<file path="src/sv/mwm_pkg.sv">
// Shared types, constants and register indexes of the mecanum wheel mixer.
package mwm_pkg;

	// Default joystick sample width
	localparam int MWM_SAMPLE_BITS = 16;

	// Configuration port
	localparam int CFG_IDX_BITS  = 2;
	localparam int CFG_DATA_BITS = 16;
	localparam int DB_THR_BITS   = 15;
	localparam int GAIN_BITS     = 16;

	localparam logic [CFG_IDX_BITS-1:0] REG_DEADBAND  = CFG_IDX_BITS'(0);
	localparam logic [CFG_IDX_BITS-1:0] REG_SLOW_GAIN = CFG_IDX_BITS'(1);

	localparam logic [DB_THR_BITS-1:0] DB_THR_RESET    = DB_THR_BITS'(3277);
	localparam logic [GAIN_BITS-1:0]   SLOW_GAIN_RESET = GAIN_BITS'(29789);

	// Controller states
	typedef enum logic [3:0] {
		ST_IDLE,
		ST_MUL,
		ST_DB,
		ST_MIX,
		ST_PEAK,
		ST_LOAD,
		ST_STEP,
		ST_STORE,
		ST_FIN
	} state_t;

	// Which motion command is being conditioned
	typedef enum logic [1:0] {
		CMD_DRIVE,
		CMD_SLIDE,
		CMD_SPIN
	} cmd_sel_t;

	// Controller to datapath commands
	typedef struct packed {
		logic       load_in;
		logic       mul;
		logic       db;
		logic       mix;
		logic       peak;
		logic       div_load;
		logic       div_step;
		logic       div_store;
		logic       fin;
		logic       first;
		cmd_sel_t   cmd_sel;
		logic [1:0] wheel_sel;
	} ctl_t;

	// Datapath to controller status
	typedef struct packed {
		logic norm;
		logic out_free;
	} sts_t;

endpackage

</file>
<file path="src/sv/mwm_ctrl.sv">
// Sequencer of the mecanum wheel mixer: conditioning, mixing and serial division steps.
module mwm_ctrl #(
	parameter int SAMPLE_BITS = mwm_pkg::MWM_SAMPLE_BITS
) (
	input  logic          clk,
	input  logic          arst_n,
	input  logic          in_valid,
	output logic          in_ready,
	input  mwm_pkg::sts_t sts,
	output mwm_pkg::ctl_t ctl
);
	import mwm_pkg::*;

	localparam int SW = $clog2(SAMPLE_BITS + 1);

	state_t   state_q, state_d;
	cmd_sel_t cmd_q;
	logic [1:0]    wheel_q;
	logic [SW-1:0] step_q;
	logic          last_step;

	assign last_step = (step_q == SW'(SAMPLE_BITS));

	// Next state
	always_comb begin
		state_d = state_q;
		case (state_q)
			ST_IDLE:  if (in_valid) state_d = ST_MUL;
			ST_MUL:   state_d = ST_DB;
			ST_DB:    state_d = (cmd_q == CMD_SPIN) ? ST_MIX : ST_MUL;
			ST_MIX:   state_d = ST_PEAK;
			ST_PEAK:  state_d = ST_LOAD;
			ST_LOAD:  state_d = sts.norm ? ST_STEP : ST_FIN;
			ST_STEP:  if (last_step) state_d = ST_STORE;
			ST_STORE: state_d = (wheel_q == 2'd3) ? ST_FIN : ST_LOAD;
			ST_FIN:   if (sts.out_free) state_d = ST_IDLE;
			default:  state_d = ST_IDLE;
		endcase
	end

	// Commands to the datapath
	always_comb begin
		ctl           = '0;
		ctl.cmd_sel   = cmd_q;
		ctl.wheel_sel = wheel_q;
		ctl.first     = (step_q == '0);
		in_ready      = 1'b0;
		case (state_q)
			ST_IDLE: begin
				in_ready    = 1'b1;
				ctl.load_in = in_valid;
			end
			ST_MUL:   ctl.mul       = 1'b1;
			ST_DB:    ctl.db        = 1'b1;
			ST_MIX:   ctl.mix       = 1'b1;
			ST_PEAK:  ctl.peak      = 1'b1;
			ST_LOAD:  ctl.div_load  = sts.norm;
			ST_STEP:  ctl.div_step  = 1'b1;
			ST_STORE: ctl.div_store = 1'b1;
			ST_FIN:   ctl.fin       = sts.out_free;
			default: ;
		endcase
	end

	// State and loop counters
	always_ff @(posedge clk or negedge arst_n) begin
		if (!arst_n) begin
			state_q <= ST_IDLE;
			cmd_q   <= CMD_DRIVE;
			wheel_q <= '0;
			step_q  <= '0;
		end else begin
			state_q <= state_d;
			case (state_q)
				ST_IDLE: cmd_q <= CMD_DRIVE;
				ST_DB: begin
					case (cmd_q)
						CMD_DRIVE: cmd_q <= CMD_SLIDE;
						CMD_SLIDE: cmd_q <= CMD_SPIN;
						default:   cmd_q <= CMD_DRIVE;
					endcase
				end
				ST_PEAK:  wheel_q <= '0;
				ST_LOAD:  step_q  <= '0;
				ST_STEP:  step_q  <= step_q + SW'(1);
				ST_STORE: wheel_q <= wheel_q + 2'd1;
				default: ;
			endcase
		end
	end

`ifndef SYNTHESIS
	a_step_bound: assert property (@(posedge clk) disable iff (!arst_n)
		state_q == ST_STEP |-> step_q <= SW'(SAMPLE_BITS))
		else $error("divider step count overran");
	a_accept_start: assert property (@(posedge clk) disable iff (!arst_n)
		(in_valid && in_ready) |=> (state_q == ST_MUL && cmd_q == CMD_DRIVE))
		else $error("item accepted but conditioning did not start with drive");
	a_div_norm: assert property (@(posedge clk) disable iff (!arst_n)
		state_q == ST_STEP |-> sts.norm)
		else $error("divider running without normalization");
`endif

endmodule

</file>
<file path="src/sv/mwm_dpath.sv">
// Datapath of the mecanum wheel mixer: conditioning, mixing, peak search, divider, output register.
module mwm_dpath #(
	parameter int SAMPLE_BITS = mwm_pkg::MWM_SAMPLE_BITS
) (
	input  logic                                  clk,
	input  logic                                  arst_n,
	input  mwm_pkg::ctl_t                         ctl,
	output mwm_pkg::sts_t                         sts,
	input  logic signed [SAMPLE_BITS-1:0]         stick_forward,
	input  logic signed [SAMPLE_BITS-1:0]         stick_strafe,
	input  logic signed [SAMPLE_BITS-1:0]         throttle_axis,
	input  logic signed [SAMPLE_BITS-1:0]         twist_axis,
	input  logic                                  slow_on_button,
	input  logic                                  slow_off_button,
	input  logic                                  wr_en,
	input  logic [mwm_pkg::CFG_IDX_BITS-1:0]      wr_index,
	input  logic [mwm_pkg::CFG_DATA_BITS-1:0]     wr_data,
	output logic                                  out_valid,
	input  logic                                  out_ready,
	output logic signed [SAMPLE_BITS-1:0]         front_left_cmd,
	output logic signed [SAMPLE_BITS-1:0]         front_right_cmd,
	output logic signed [SAMPLE_BITS-1:0]         back_left_cmd,
	output logic signed [SAMPLE_BITS-1:0]         back_right_cmd
);
	import mwm_pkg::*;

	localparam int W  = SAMPLE_BITS;
	localparam int CW = W + 1;            // conditioned command
	localparam int WW = W + 3;            // mixed wheel speed
	localparam int MW = W + 1;            // wheel magnitude
	localparam int RW = MW + 1;           // divider remainder
	localparam int QW = W + 1;            // divider quotient
	localparam int PW = CW + GAIN_BITS;   // slow-mode product
	localparam int TW = (CW > DB_THR_BITS) ? CW : DB_THR_BITS;

	localparam logic [MW-1:0] UNIT = MW'(1) << (W - 1);
	localparam logic signed [WW-1:0] SAT_HI = WW'((64'sd1 <<< (W - 1)) - 64'sd1);
	localparam logic signed [WW-1:0] SAT_LO = WW'(-(64'sd1 <<< (W - 1)));
	localparam logic [PW-1:0] HALF_LSB = PW'(1) << (GAIN_BITS - 1);

	// Configuration and mode
	logic [DB_THR_BITS-1:0] db_thr_q;
	logic [GAIN_BITS-1:0]   gain_q;
	logic                   slow_mode_q;

	// Captured item
	logic signed [W-1:0] fwd_q, str_q, thr_q, twi_q;

	// Conditioning
	logic signed [CW-1:0] raw_cmd;
	logic                 raw_neg;
	logic [CW-1:0]        raw_mag;
	logic [PW-1:0]        prod_q;
	logic [CW-1:0]        mag_q;
	logic                 neg_q;
	logic [PW-1:0]        prod_rnd;
	logic [CW-1:0]        sel_mag;
	logic signed [CW-1:0] cond_val;
	logic signed [CW-1:0] drive_q, slide_q, spin_q;

	// Mixing, peak and division
	logic signed [WW-1:0] wheel_q [4];
	logic [MW-1:0]        wmag [4];
	logic [MW-1:0]        max01, max23, peak_d;
	logic [MW-1:0]        peak_q;
	logic                 norm_q;
	logic [RW-1:0]        rem_q, trial;
	logic                 ge;
	logic [QW-1:0]        quo_q;
	logic [QW-1:0]        quo_rnd;
	logic signed [CW-1:0] res_q [4];

	// Output register
	logic                 out_valid_q;
	logic signed [W-1:0]  out_q [4];
	logic signed [WW-1:0] sat_val [4];

	assign sts.norm     = norm_q;
	assign sts.out_free = !out_valid_q || out_ready;

	// Configuration writes, unknown index dropped
	always_ff @(posedge clk or negedge arst_n) begin
		if (!arst_n) begin
			db_thr_q <= DB_THR_RESET;
			gain_q   <= SLOW_GAIN_RESET;
		end else if (wr_en) begin
			case (wr_index)
				REG_DEADBAND:  db_thr_q <= wr_data[DB_THR_BITS-1:0];
				REG_SLOW_GAIN: gain_q   <= wr_data[GAIN_BITS-1:0];
				default: ;
			endcase
		end
	end

	// Slow mode: off button wins
	always_ff @(posedge clk or negedge arst_n) begin
		if (!arst_n) begin
			slow_mode_q <= 1'b0;
		end else if (ctl.load_in) begin
			if (slow_off_button)
				slow_mode_q <= 1'b0;
			else if (slow_on_button)
				slow_mode_q <= 1'b1;
		end
	end

	// Capture the axes
	always_ff @(posedge clk) begin
		if (ctl.load_in) begin
			fwd_q <= stick_forward;
			str_q <= stick_strafe;
			thr_q <= throttle_axis;
			twi_q <= twist_axis;
		end
	end

	// Form the raw command: drive, negated strafe, twist minus throttle
	always_comb begin
		case (ctl.cmd_sel)
			CMD_DRIVE: raw_cmd = CW'(fwd_q);
			CMD_SLIDE: raw_cmd = -CW'(str_q);
			CMD_SPIN:  raw_cmd = CW'(twi_q) - CW'(thr_q);
			default:   raw_cmd = '0;
		endcase
		raw_neg = raw_cmd[CW-1];
		raw_mag = raw_neg ? CW'(-raw_cmd) : CW'(raw_cmd);
	end

	// Scale the magnitude by the slow gain
	always_ff @(posedge clk) begin
		if (ctl.mul) begin
			prod_q <= PW'(raw_mag) * PW'(gain_q);
			mag_q  <= raw_mag;
			neg_q  <= raw_neg;
		end
	end

	// Round, apply deadband, restore sign
	always_comb begin
		prod_rnd = prod_q + HALF_LSB;
		sel_mag  = slow_mode_q ? prod_rnd[PW-1:GAIN_BITS] : mag_q;
		if (TW'(sel_mag) < TW'(db_thr_q))
			cond_val = '0;
		else
			cond_val = neg_q ? -$signed(sel_mag) : $signed(sel_mag);
	end

	always_ff @(posedge clk) begin
		if (ctl.db) begin
			case (ctl.cmd_sel)
				CMD_DRIVE: drive_q <= cond_val;
				CMD_SLIDE: slide_q <= cond_val;
				CMD_SPIN:  spin_q  <= cond_val;
				default: ;
			endcase
		end
	end

	// Mix into the four wheels
	always_ff @(posedge clk) begin
		if (ctl.mix) begin
			wheel_q[0] <=  WW'(slide_q) + WW'(drive_q) + WW'(spin_q);
			wheel_q[1] <= -WW'(slide_q) + WW'(drive_q) - WW'(spin_q);
			wheel_q[2] <= -WW'(slide_q) + WW'(drive_q) + WW'(spin_q);
			wheel_q[3] <=  WW'(slide_q) + WW'(drive_q) - WW'(spin_q);
		end
	end

	// Wheel magnitudes and their maximum
	always_comb begin
		for (int i = 0; i < 4; i++)
			wmag[i] = wheel_q[i][WW-1] ? MW'(-wheel_q[i]) : MW'(wheel_q[i]);
		max01  = (wmag[0] > wmag[1]) ? wmag[0] : wmag[1];
		max23  = (wmag[2] > wmag[3]) ? wmag[2] : wmag[3];
		peak_d = (max01 > max23) ? max01 : max23;
	end

	always_ff @(posedge clk or negedge arst_n) begin
		if (!arst_n) begin
			norm_q <= 1'b0;
		end else if (ctl.peak) begin
			norm_q <= (peak_d > UNIT);
		end
	end

	always_ff @(posedge clk) begin
		if (ctl.peak)
			peak_q <= peak_d;
	end

	// Restoring divider: magnitude * 2^W / peak, one quotient bit per step
	always_comb begin
		trial = ctl.first ? rem_q : (rem_q << 1);
		ge    = (trial >= RW'(peak_q));
	end

	always_ff @(posedge clk) begin
		if (ctl.div_load) begin
			rem_q <= RW'(wmag[ctl.wheel_sel]);
			quo_q <= '0;
		end else if (ctl.div_step) begin
			rem_q <= ge ? (trial - RW'(peak_q)) : trial;
			quo_q <= {quo_q[QW-2:0], ge};
		end
	end

	// Round half away from zero and reapply the wheel sign
	assign quo_rnd = (quo_q + QW'(1)) >> 1;

	always_ff @(posedge clk) begin
		if (ctl.div_store) begin
			if (wheel_q[ctl.wheel_sel][WW-1])
				res_q[ctl.wheel_sel] <= -$signed(CW'(quo_rnd));
			else
				res_q[ctl.wheel_sel] <= $signed(CW'(quo_rnd));
		end
	end

	// Pick normalized or raw wheel, negate left wheels, saturate
	always_comb begin
		logic signed [WW-1:0] v;
		for (int i = 0; i < 4; i++) begin
			v = norm_q ? WW'(res_q[i]) : wheel_q[i];
			if (i == 0 || i == 2)
				v = -v;
			if (v > SAT_HI)
				sat_val[i] = SAT_HI;
			else if (v < SAT_LO)
				sat_val[i] = SAT_LO;
			else
				sat_val[i] = v;
		end
	end

	// Hold the finished item until taken
	always_ff @(posedge clk or negedge arst_n) begin
		if (!arst_n) begin
			out_valid_q <= 1'b0;
		end else if (ctl.fin) begin
			out_valid_q <= 1'b1;
		end else if (out_ready) begin
			out_valid_q <= 1'b0;
		end
	end

	always_ff @(posedge clk) begin
		if (ctl.fin) begin
			for (int i = 0; i < 4; i++)
				out_q[i] <= sat_val[i][W-1:0];
		end
	end

	assign out_valid       = out_valid_q;
	assign front_left_cmd  = out_q[0];
	assign front_right_cmd = out_q[1];
	assign back_left_cmd   = out_q[2];
	assign back_right_cmd  = out_q[3];

`ifndef SYNTHESIS
	a_rem_below_peak: assert property (@(posedge clk) disable iff (!arst_n)
		$past(ctl.div_step) |-> rem_q < RW'(peak_q))
		else $error("divider remainder not below divisor");
	a_quo_bound: assert property (@(posedge clk) disable iff (!arst_n)
		ctl.div_store |-> quo_q <= (QW'(1) << W))
		else $error("normalized quotient above unit");
	a_fin_free: assert property (@(posedge clk) disable iff (!arst_n)
		ctl.fin |-> (!out_valid_q || out_ready))
		else $error("output register overwritten while held");
`endif

endmodule

</file>
<file path="src/sv/mecanum_wheel_mixer_core.sv">
// Top level of the mecanum wheel mixer: stream ports, controller and datapath.
//
// Takes one joystick sample per item and returns one item of four wheel
// commands. Conditioning (slow-mode gain, deadband) of the three motion
// commands runs in turn on one shared multiplier, followed by mixing and peak
// search. When the largest wheel magnitude exceeds 1.0 a restoring divider,
// shared by the four wheels, normalizes each wheel in turn (load, quotient
// steps, store) before the result is ready. The next item is accepted in the
// cycle after the result has entered the output register, which holds it
// while the downstream side stalls. Registers are to be written by the user
// only while the block is idle; the block itself does not enforce this. They
// take effect on the next item.
module mecanum_wheel_mixer_core #(
	parameter int SAMPLE_BITS = mwm_pkg::MWM_SAMPLE_BITS
) (
	input  logic                              clk,
	input  logic                              arst_n,
	// stick_forward, stick_strafe, throttle_axis, twist_axis,
	// slow_on_button, slow_off_button, zero pad
	input  logic                              s_tvalid,
	output logic                              s_tready,
	input  logic [((4*SAMPLE_BITS+2+7)/8)*8-1:0] s_tdata,
	// front_left_cmd, front_right_cmd, back_left_cmd, back_right_cmd, zero pad
	output logic                              m_tvalid,
	input  logic                              m_tready,
	output logic [((4*SAMPLE_BITS+7)/8)*8-1:0]   m_tdata,
	input  logic                              wr_en,
	input  logic [mwm_pkg::CFG_IDX_BITS-1:0]  wr_index,
	input  logic [mwm_pkg::CFG_DATA_BITS-1:0] wr_data
);
	import mwm_pkg::*;

	localparam int W        = SAMPLE_BITS;
	localparam int OUT_BITS = 4 * W;
	localparam int OUT_WID  = ((4 * SAMPLE_BITS + 7) / 8) * 8;

	ctl_t ctl;
	sts_t sts;

	logic signed [W-1:0] fl_cmd, fr_cmd, bl_cmd, br_cmd;

	mwm_ctrl #(
		.SAMPLE_BITS(SAMPLE_BITS)
	) u_ctrl (
		.clk      (clk),
		.arst_n   (arst_n),
		.in_valid (s_tvalid),
		.in_ready (s_tready),
		.sts      (sts),
		.ctl      (ctl)
	);

	mwm_dpath #(
		.SAMPLE_BITS(SAMPLE_BITS)
	) u_dpath (
		.clk             (clk),
		.arst_n          (arst_n),
		.ctl             (ctl),
		.sts             (sts),
		.stick_forward   (s_tdata[W-1:0]),
		.stick_strafe    (s_tdata[2*W-1:W]),
		.throttle_axis   (s_tdata[3*W-1:2*W]),
		.twist_axis      (s_tdata[4*W-1:3*W]),
		.slow_on_button  (s_tdata[4*W]),
		.slow_off_button (s_tdata[4*W+1]),
		.wr_en           (wr_en),
		.wr_index        (wr_index),
		.wr_data         (wr_data),
		.out_valid       (m_tvalid),
		.out_ready       (m_tready),
		.front_left_cmd  (fl_cmd),
		.front_right_cmd (fr_cmd),
		.back_left_cmd   (bl_cmd),
		.back_right_cmd  (br_cmd)
	);

	// Pack the wheels, front left lowest
	assign m_tdata = OUT_WID'(OUT_BITS'({br_cmd, bl_cmd, fr_cmd, fl_cmd}));

endmodule
</file>
<file path="config.mk">
export PLATFORM = sky130hd
export DESIGN_NAME = mecanum_wheel_mixer_core
export DESIGN_NICKNAME = d
export VERILOG_FILES = /design/src/sv/mwm_pkg.sv /design/src/sv/mwm_ctrl.sv /design/src/sv/mwm_dpath.sv /design/src/sv/mecanum_wheel_mixer_core.sv
export SDC_FILE = /design/constraint.sdc
export NUM_CORES = 2
export LEC_CHECK = 0
export BUFFER_PORTS_ARGS = -buffer_cell sky130_fd_sc_hd__buf_4
export CORE_AREA = 8 8 242 337
export DETAILED_ROUTE_END_ITERATION = 8
export DIE_AREA = 0 0 250 345
export PLACE_DENSITY = 0.73
export SYNTH_ARGS = -nofsm -noshare
export SYNTH_HDL_FRONTEND = slang
export SYNTH_SLANG_ARGS = --single-unit
</file>
<file path="constraint.sdc">
create_clock -name clk -period 7.6 [get_ports clk]
set_input_delay 0.76 -clock clk [delete_from_list [all_inputs] [get_ports clk]]
set_output_delay 0.76 -clock clk [all_outputs]
set_load 0.02 [all_outputs]
</file>
# Word-level counts from Yosys, hierarchy flattened
# Memory sizes are Yosys's and may differ from the RTL's.
# Index checks and enable logic that the tools add are counted.
word_totals:
  n_memories: 3
  inputBits: 95
  ramBits: 208
  out_inout_bits: 66
  reg_bits: 265
  word_cells: 169
classes:
  n_eq_ne: 16
  mux: 67
  n_bitwise: 2
  n_mul: 1
  n_reduce_logical: 19
  add_sub_neg: 23
  n_lt_le_gt_ge: 15
mem_list:
  columns: ["name", "depth", "word_bits", "rd", "rd_ports_with_merged_regs", "write_ports", "line_no", "rtl"]
  rows:
  - ["u_dpath.wheel_q", 4, 19, 5, 0, 4, "mwm_dpath.sv:62", "logic signed [WW-1:0] wheel_q [4];"]
  - ["u_dpath.res_q", 4, 17, 4, 0, 1, "mwm_dpath.sv:71", "logic signed [CW-1:0] res_q [4];"]
  - ["u_dpath.out_q", 4, 16, 4, 0, 4, "mwm_dpath.sv:75", "logic signed [W-1:0] out_q [4];"]
op_table:
  columns: ["operator", "count"]
  rows:
  - ["two-way mux 17 bit", 16]
  - ["two-way mux 16 bit", 8]
  - ["negator 17 bit", 6]
  - ["greater-than comparator 19 x 16 -> 1 bit, second input constant", 4]
  - ["less-than comparator 19 x 16 -> 1 bit, second input constant", 4]
  - ["two-way mux 19 bit", 4]
  - ["greater-than comparator 17 bit", 3]
  - ["case mux 17 bit (3 select lines)", 1]
  - ["adder 19 x 17 -> 19 bit", 2]
  - ["negator 19 bit", 2]
  - ["two-way mux 18 bit", 2]
  - ["case mux 4 bit (9 select lines)", 1]
  - ["binary-select mux 17 bit (select 2 bit)", 1]
  - ["negator 16 -> 17 bit", 2]
  - ["adder 33 x 16 -> 33 bit, second input constant", 1]
  - ["multiplier 17 x 16 -> 33 bit", 1]
  - ["two-way mux 1 bit", 24]
  - ["two-way mux 4 bit", 5]
  - ["adder 18 x 17 -> 19 bit", 1]
  - ["negator 17 -> 19 bit", 1]
  - ["subtractor 18 x 17 -> 19 bit", 1]
  - ["subtractor 19 x 17 -> 19 bit", 1]
  - ["adder 17 x 17 -> 18 bit", 1]
  - ["greater-or-equal comparator 18 x 17 -> 1 bit", 1]
  - ["30 further kinds", 50]

# Longest topological paths before layout
# An unclocked memory read counts as a cell.
depth:
  depth_word: 8
  mapped_depth: 38

# Modules after synthesis
# From an unflattened synthesis, not the netlist that was laid out.
hier_totals:
  cells_unflattened: 3828
  area_unflattened_um2: 38474.4
modules_own_cells:
  columns: ["module", "cells_each", "instances", "seq_area_each_um2", "area_per_inst_um2"]
  rows:
  - ["mwm_dpath", 3742, 1, 12972.4, 37654.9]
  - ["mwm_ctrl", 86, 1, 325.3, 819.5]

# Worst setup path after synthesis
# OpenSTA, ideal clock, no wires.
synth_path:
  path_type: "register to register"
  start: "register u_dpath.thr_q[0]"
  end: "register u_dpath.prod_q[22], data pin"
  arrival_ns: 8.094
  required_ns: 7.341
  slack_ns: -0.753
  setup_time_ns: 0.259
  n_path_buf: 1
  stages_incl_launch_ff: 33
  path_cell_list: "edfxtp_1 > ha_1 > fa_1 > nor2b_1 > o31a_1 > o21ai_1 > nor2b_1 > xnor2_1 > a2111o_1 > nor3_1 > nand3_1 > o21ai_0 > xnor2_1 > clkbuf_1 > nand2_1 > fa_1 > fa_1 > fa_1 > inv_1 > fa_1 > fa_1 > inv_1 > fa_1 > inv_1 > ha_1 > a21o_1 > a21oi_1 > nand2_1 > o311a_1 > or2_1 > a221oi_2 > o21ba_2 > xnor2_1"
synth_between:
  elab_chain_cells: 5
synth_rtl:
  columns: ["element", "line_no", "rtl"]
  rows:
  - ["start: declaration", "mwm_dpath.sv:47", "logic signed [W-1:0] fwd_q, str_q, thr_q, twi_q;"]
  - ["start signal: assignment", "mwm_dpath.sv:112", "thr_q <= throttle_axis;"]
  - ["subtractor 16 x 16 -> 17 bit (*)", "mwm_dpath.sv:122", "CMD_SPIN: raw_cmd = CW'(twi_q) - CW'(thr_q);"]
  - ["case mux 17 bit (3 select lines) (*)", "mwm_dpath.sv:119", "case (ctl.cmd_sel)"]
  - ["negator 17 bit", "mwm_dpath.sv:126", "raw_mag = raw_neg ? CW'(-raw_cmd) : CW'(raw_cmd);"]
  - ["two-way mux 17 bit (*)", "mwm_dpath.sv:126", null]
  - ["via u_dpath.raw_mag[13]", "mwm_dpath.sv:52", "logic [CW-1:0] raw_mag;"]
  - ["multiplier 17 x 16 -> 33 bit (*)", "mwm_dpath.sv:132", "prod_q <= PW'(raw_mag) * PW'(gain_q);"]
  - ["end signal: assignment", "mwm_dpath.sv:132", null]
  - ["end: declaration", "mwm_dpath.sv:53", "logic [PW-1:0] prod_q;"]
# Mark *: on every way through the listed nets, which the timed path passes. The rest lies on a longest branch.
# A chain may end at the register's enable or synchronous reset.

# Worst setup path in the final report
layout_path:
  start: "register u_dpath.thr_q[0]"
  end: "register u_dpath.prod_q[30], data pin"
layout_between:
  elab_chain_cells: 5
layout_rtl:
  columns: ["element", "line_no"]
  rows:
  - ["subtractor 16 x 16 -> 17 bit (*)", "mwm_dpath.sv:122"]
  - ["case mux 17 bit (3 select lines) (*)", "mwm_dpath.sv:119"]
  - ["negator 17 bit", "mwm_dpath.sv:126"]
  - ["two-way mux 17 bit (*)", "mwm_dpath.sv:126"]
  - ["multiplier 17 x 16 -> 33 bit (*)", "mwm_dpath.sv:132"]
# Mark *: on every way between the ends. The rest lies on a longest branch, timed or not.

==> parameters.txt <==
Parameter                              Value

Outcome
  Result of the run ... finished, violations left
  Failing checks ... negative setup slack

Drt
  Residual DRC ... 0
  Average vias per placed instance ... 5.66
  Number of iterations in the first detailed-routing pass ... 5
  Sum of met2 wire segment lengths after detailed routing ... 56.3 mm
  Met3 routed WL ... 5.18 mm
  Iter 0 DRT Violations ... 1852
  Wirelength, routed ... 109 mm
  Routed length per placed instance ... 20.9 um
  Vias after detailed routing ... 29600
  Count of antenna-violating nets left after detailed routing ... 0
  Met1 wire length ... 39.0 mm
  Top Metal Used ... met5

Die
  Floorplan die width ... 250 um
  Die Height ... 345 um
  Core Rows ... 120
  IO Pins ... 161
  Starting Density ... 50.6%
  Total core area ... 76300 sq um
  Die footprint ... 86300 sq um

GRT
  Vias in the first global route ... 30400
  Pin count of the biggest net entering global routing ... 75
  Global-route wire length before repair ... 166 mm
  Remaining global-route overflow ... 0
  Total track usage ... 24.6%
  Initial antenna violation count ... 5

Critical path
  Type of element capturing the critical path ... register
  Slowest-stage cell, CP ... sky130_fd_sc_hd__fa_1
  Most prevalent standard cell on the critical path ... sky130_fd_sc_hd__fa_1
  Largest driver fanout on the critical path ... 11
  Largest incremental delay on the critical path ... 530 ps
  Startpoint types ... register
  Data arrival, critical path ... 8730 ps
  Worst path required time ... 7930 ps
  Worst Setup Path Type ... reg2reg

STA
  Normalized max-slew margin ... 6.19%
  Period utilisation layout ... 111%
  Timing-limited maximum frequency ... 119 MHz
  Max Transition Viols Final ... 0
  Setup repair after global routing missed its margin ... true
  Final-layout worst hold slack ... 228 ps
  Clock Skew ... 55.8 ps
  Transition time at the pin with the least slew margin ... 1400 ps
  Aggregate negative setup slack ... -10810 ps
  Worst path setup slack after routing ... -800 ps
  Count of final setup violators ... 17
  Clock period minus worst slack ... 8400 ps
  Number of hold-slack violations in the final timing report ... 0

Yosys
  Primary FF master, synth ... sky130_fd_sc_hd__edfxtp_1
  Post-synthesis instance area ... 38600 sq um
  Fraction of the yosys area taken by sequential cells ... 34.5%
  Async set-or-reset flop fraction in the synthesized netlist ... 10.3%
  Gate Count Post-Synth ... 3864
  Area contributors post-synth ... sky130_fd_sc_hd__edfxtp_1 30%, sky130_fd_sc_hd__fa_1 11%, sky130_fd_sc_hd__ha_1 11%
  Post-synth EDFFs ... 391
  Net count after synthesis ... 4500
  Warnings from Yosys ... 0
  Seq cells post-synth ... 456
  Unique masters post-synth ... 108
  Avg Cell Area, Syn ... 9.98 sq um
  Post-synthesis cell type with the largest combined area ... sky130_fd_sc_hd__edfxtp_1
  Fraction of post-synthesis cell area in the top cell type by area ... 30.4%

Clock tree
  Clock tree from TritonCTS ... built
  Count of H-tree levels built during CTS ... 2
  Total CTS buffers ... 47
  Clock-pin slew on the worst setup and hold paths ... 70 ps
  Maximum count of clock buffers along a single path ... 3
  Clock Sinks ... 456
  Clock insertion delay at the later pin of the skew report ... 630 ps
  Master cell of the clock root buffer ... sky130_fd_sc_hd__clkbuf_16

Final layout
  Layout fillers ... 6411
  Share of cells above drive strength 1 ... 19.3%
  Area Overhead vs Synth ... 17.1%
  Area used by multi-input combinational logic ... 23800 sq um
  Flip-flop and latch area ... 13300 sq um
  Commonest cells after routing, fill and taps aside ... 427 x sky130_fd_sc_hd__inv_1, 424 x sky130_fd_sc_hd__buf_4, 391 x sky130_fd_sc_hd__edfxtp_1
  Design area ... 45200 sq um
  Leading cell type in the layout, fill and taps excluded ... sky130_fd_sc_hd__inv_1
  Number of nets at the end of the flow ... 4846

Job
  Count of max-cap constraint violations ... 0

Place
  Worst slack after detailed placement ... -880 ps
  Placer Congestion ... 1.03
  Hpwl dp ... 87.3 mm
  Number of port buffers ... 154
  Post-DP Area ... 42400 sq um

Worst hold path
  Type of the worst min-delay path ... in2async
-- critical path: cells and delay by family (launching register included) --
| family | cells | cell delay [ps] |
|---|---|---|
| fa+ha+maj | 9 | 3780 |
| buf+inv | 11 | 1020 |
| xor+xnor | 2 | 330 |
| flops | 1 | 420 |
| simple gates | 6 | 780 |
| compound gates | 8 | 1750 |
-- layout make-up --
class | instances | share of cell area, %
diodes | 2 | 0.0111
clock buffers | 57 | 2.78
clock inverters | 30 | 0.773
inverters | 456 | 3.79
multi-input cells | 2800 | 52.7
flip-flops and latches | 456 | 29.4
well taps | 976 | 2.70
repair buffers | 449 | 7.77
-- metal layers --
| layer | GRT usage [%] | up-vias |
|---|---|---|
| met5 | 0 | - |
| met4 | 17.1 | 4 |
| met2 | 45.4 | 898 |
| li1 | - | 14000 |
| met1 | 25.2 | 14300 |
| met3 | 3.59 | 347 |
-- sequential cells by signal, indices dropped and copies added (netlist names), 2 cells and up --
signal / cells
u_dpath.wheel_q: 74
u_dpath.res_q: 68
u_dpath.out_q: 64
u_dpath.prod_q: 18
u_dpath.rem_q: 18
u_dpath.drive_q: 17
u_dpath.mag_q: 17
u_dpath.peak_q: 17
u_dpath.quo_q: 17
u_dpath.slide_q: 17
u_dpath.spin_q: 17
u_dpath.fwd_q: 16
u_dpath.gain_q: 16
u_dpath.str_q: 16
u_dpath.thr_q: 16
u_dpath.twi_q: 16
u_dpath.db_thr_q: 15
u_ctrl.step_q: 5
u_ctrl.state_q: 4
u_ctrl.cmd_q: 2
u_ctrl.wheel_q: 2
-- synthesized netlist by cell type, types with 27 or more instances --
cell type                    n
sky130_fd_sc_hd__nor2b_1    44
sky130_fd_sc_hd__dfrtp_1    31
sky130_fd_sc_hd__xor2_1    153
sky130_fd_sc_hd__and3_1     27
sky130_fd_sc_hd__or3_1      30
sky130_fd_sc_hd__nand2b_1   29
sky130_fd_sc_hd__nor2_1    215
sky130_fd_sc_hd__o21ai_0   202
sky130_fd_sc_hd__fa_1      215
sky130_fd_sc_hd__mux2i_1   111
sky130_fd_sc_hd__clkbuf_1  108
sky130_fd_sc_hd__edfxtp_1  391
sky130_fd_sc_hd__a21oi_1   187
sky130_fd_sc_hd__nor3_1     70
sky130_fd_sc_hd__buf_2      27
sky130_fd_sc_hd__nand3_1    79
sky130_fd_sc_hd__mux2_2     52
sky130_fd_sc_hd__a21o_1     46
sky130_fd_sc_hd__xnor2_1   156
sky130_fd_sc_hd__o31ai_1    27
sky130_fd_sc_hd__nand2_1   345
sky130_fd_sc_hd__ha_1      326
sky130_fd_sc_hd__inv_1     452
sky130_fd_sc_hd__and2_1    143
-- through the flow --
stage          std cells  utilization (%)
2_1_floorplan       3864                -
3_3_place_gp        5096             55.6
3_5_place_dp        5096             55.6
4_1_cts             5192             58.1
5_1_grt             5226             59.2
6_report            5226             59.2
-- final timing paths --
kind	slack, ps	to	cells after the start	startpoint
setup / recovery	-800	u_dpath.prod_q[30]	36	u_dpath.thr_q[0]
hold / removal	230	u_dpath.db_thr_q[1]	1	arst_n
setup reg to reg	-800	u_dpath.prod_q[30]	36	u_dpath.thr_q[0]
hold reg to reg	470	u_dpath.quo_q[16]	2	u_dpath.quo_q[16]
max in group asynchronous	6750	u_dpath.norm_q	1	arst_n
min in group clk	310	u_dpath.str_q[13]	1	s_tdata[29]
-- cell families (layout without fill, tap and decap cells) --
family | after synthesis | in the layout | share of synthesized area [%]
other | 0 | 2 | 0
buffers and inverters | 608 | 992 | 6.13
AO/OA/AOI/OAI | 667 | 667 | 10.9
AND/OR/NAND/NOR | 1097 | 1097 | 14.1
flip-flops | 456 | 456 | 34.5
multiplexers | 182 | 182 | 5.47
adder cells (fa/ha/maj) | 541 | 541 | 21.7
XOR/XNOR | 313 | 313 | 7.19
-- timing repair --
item | 4_1_cts | 5_1_grt
setup endpoints to repair | 18 | 19
buffers inserted | 9 | 36
pin swaps | 48 | 106
hold buffers | 0 | 0
resized for setup | 45 | 135
Power is not shown: default switching activity piles up to over one toggle a cycle in this logic, so the estimate is an artifact.
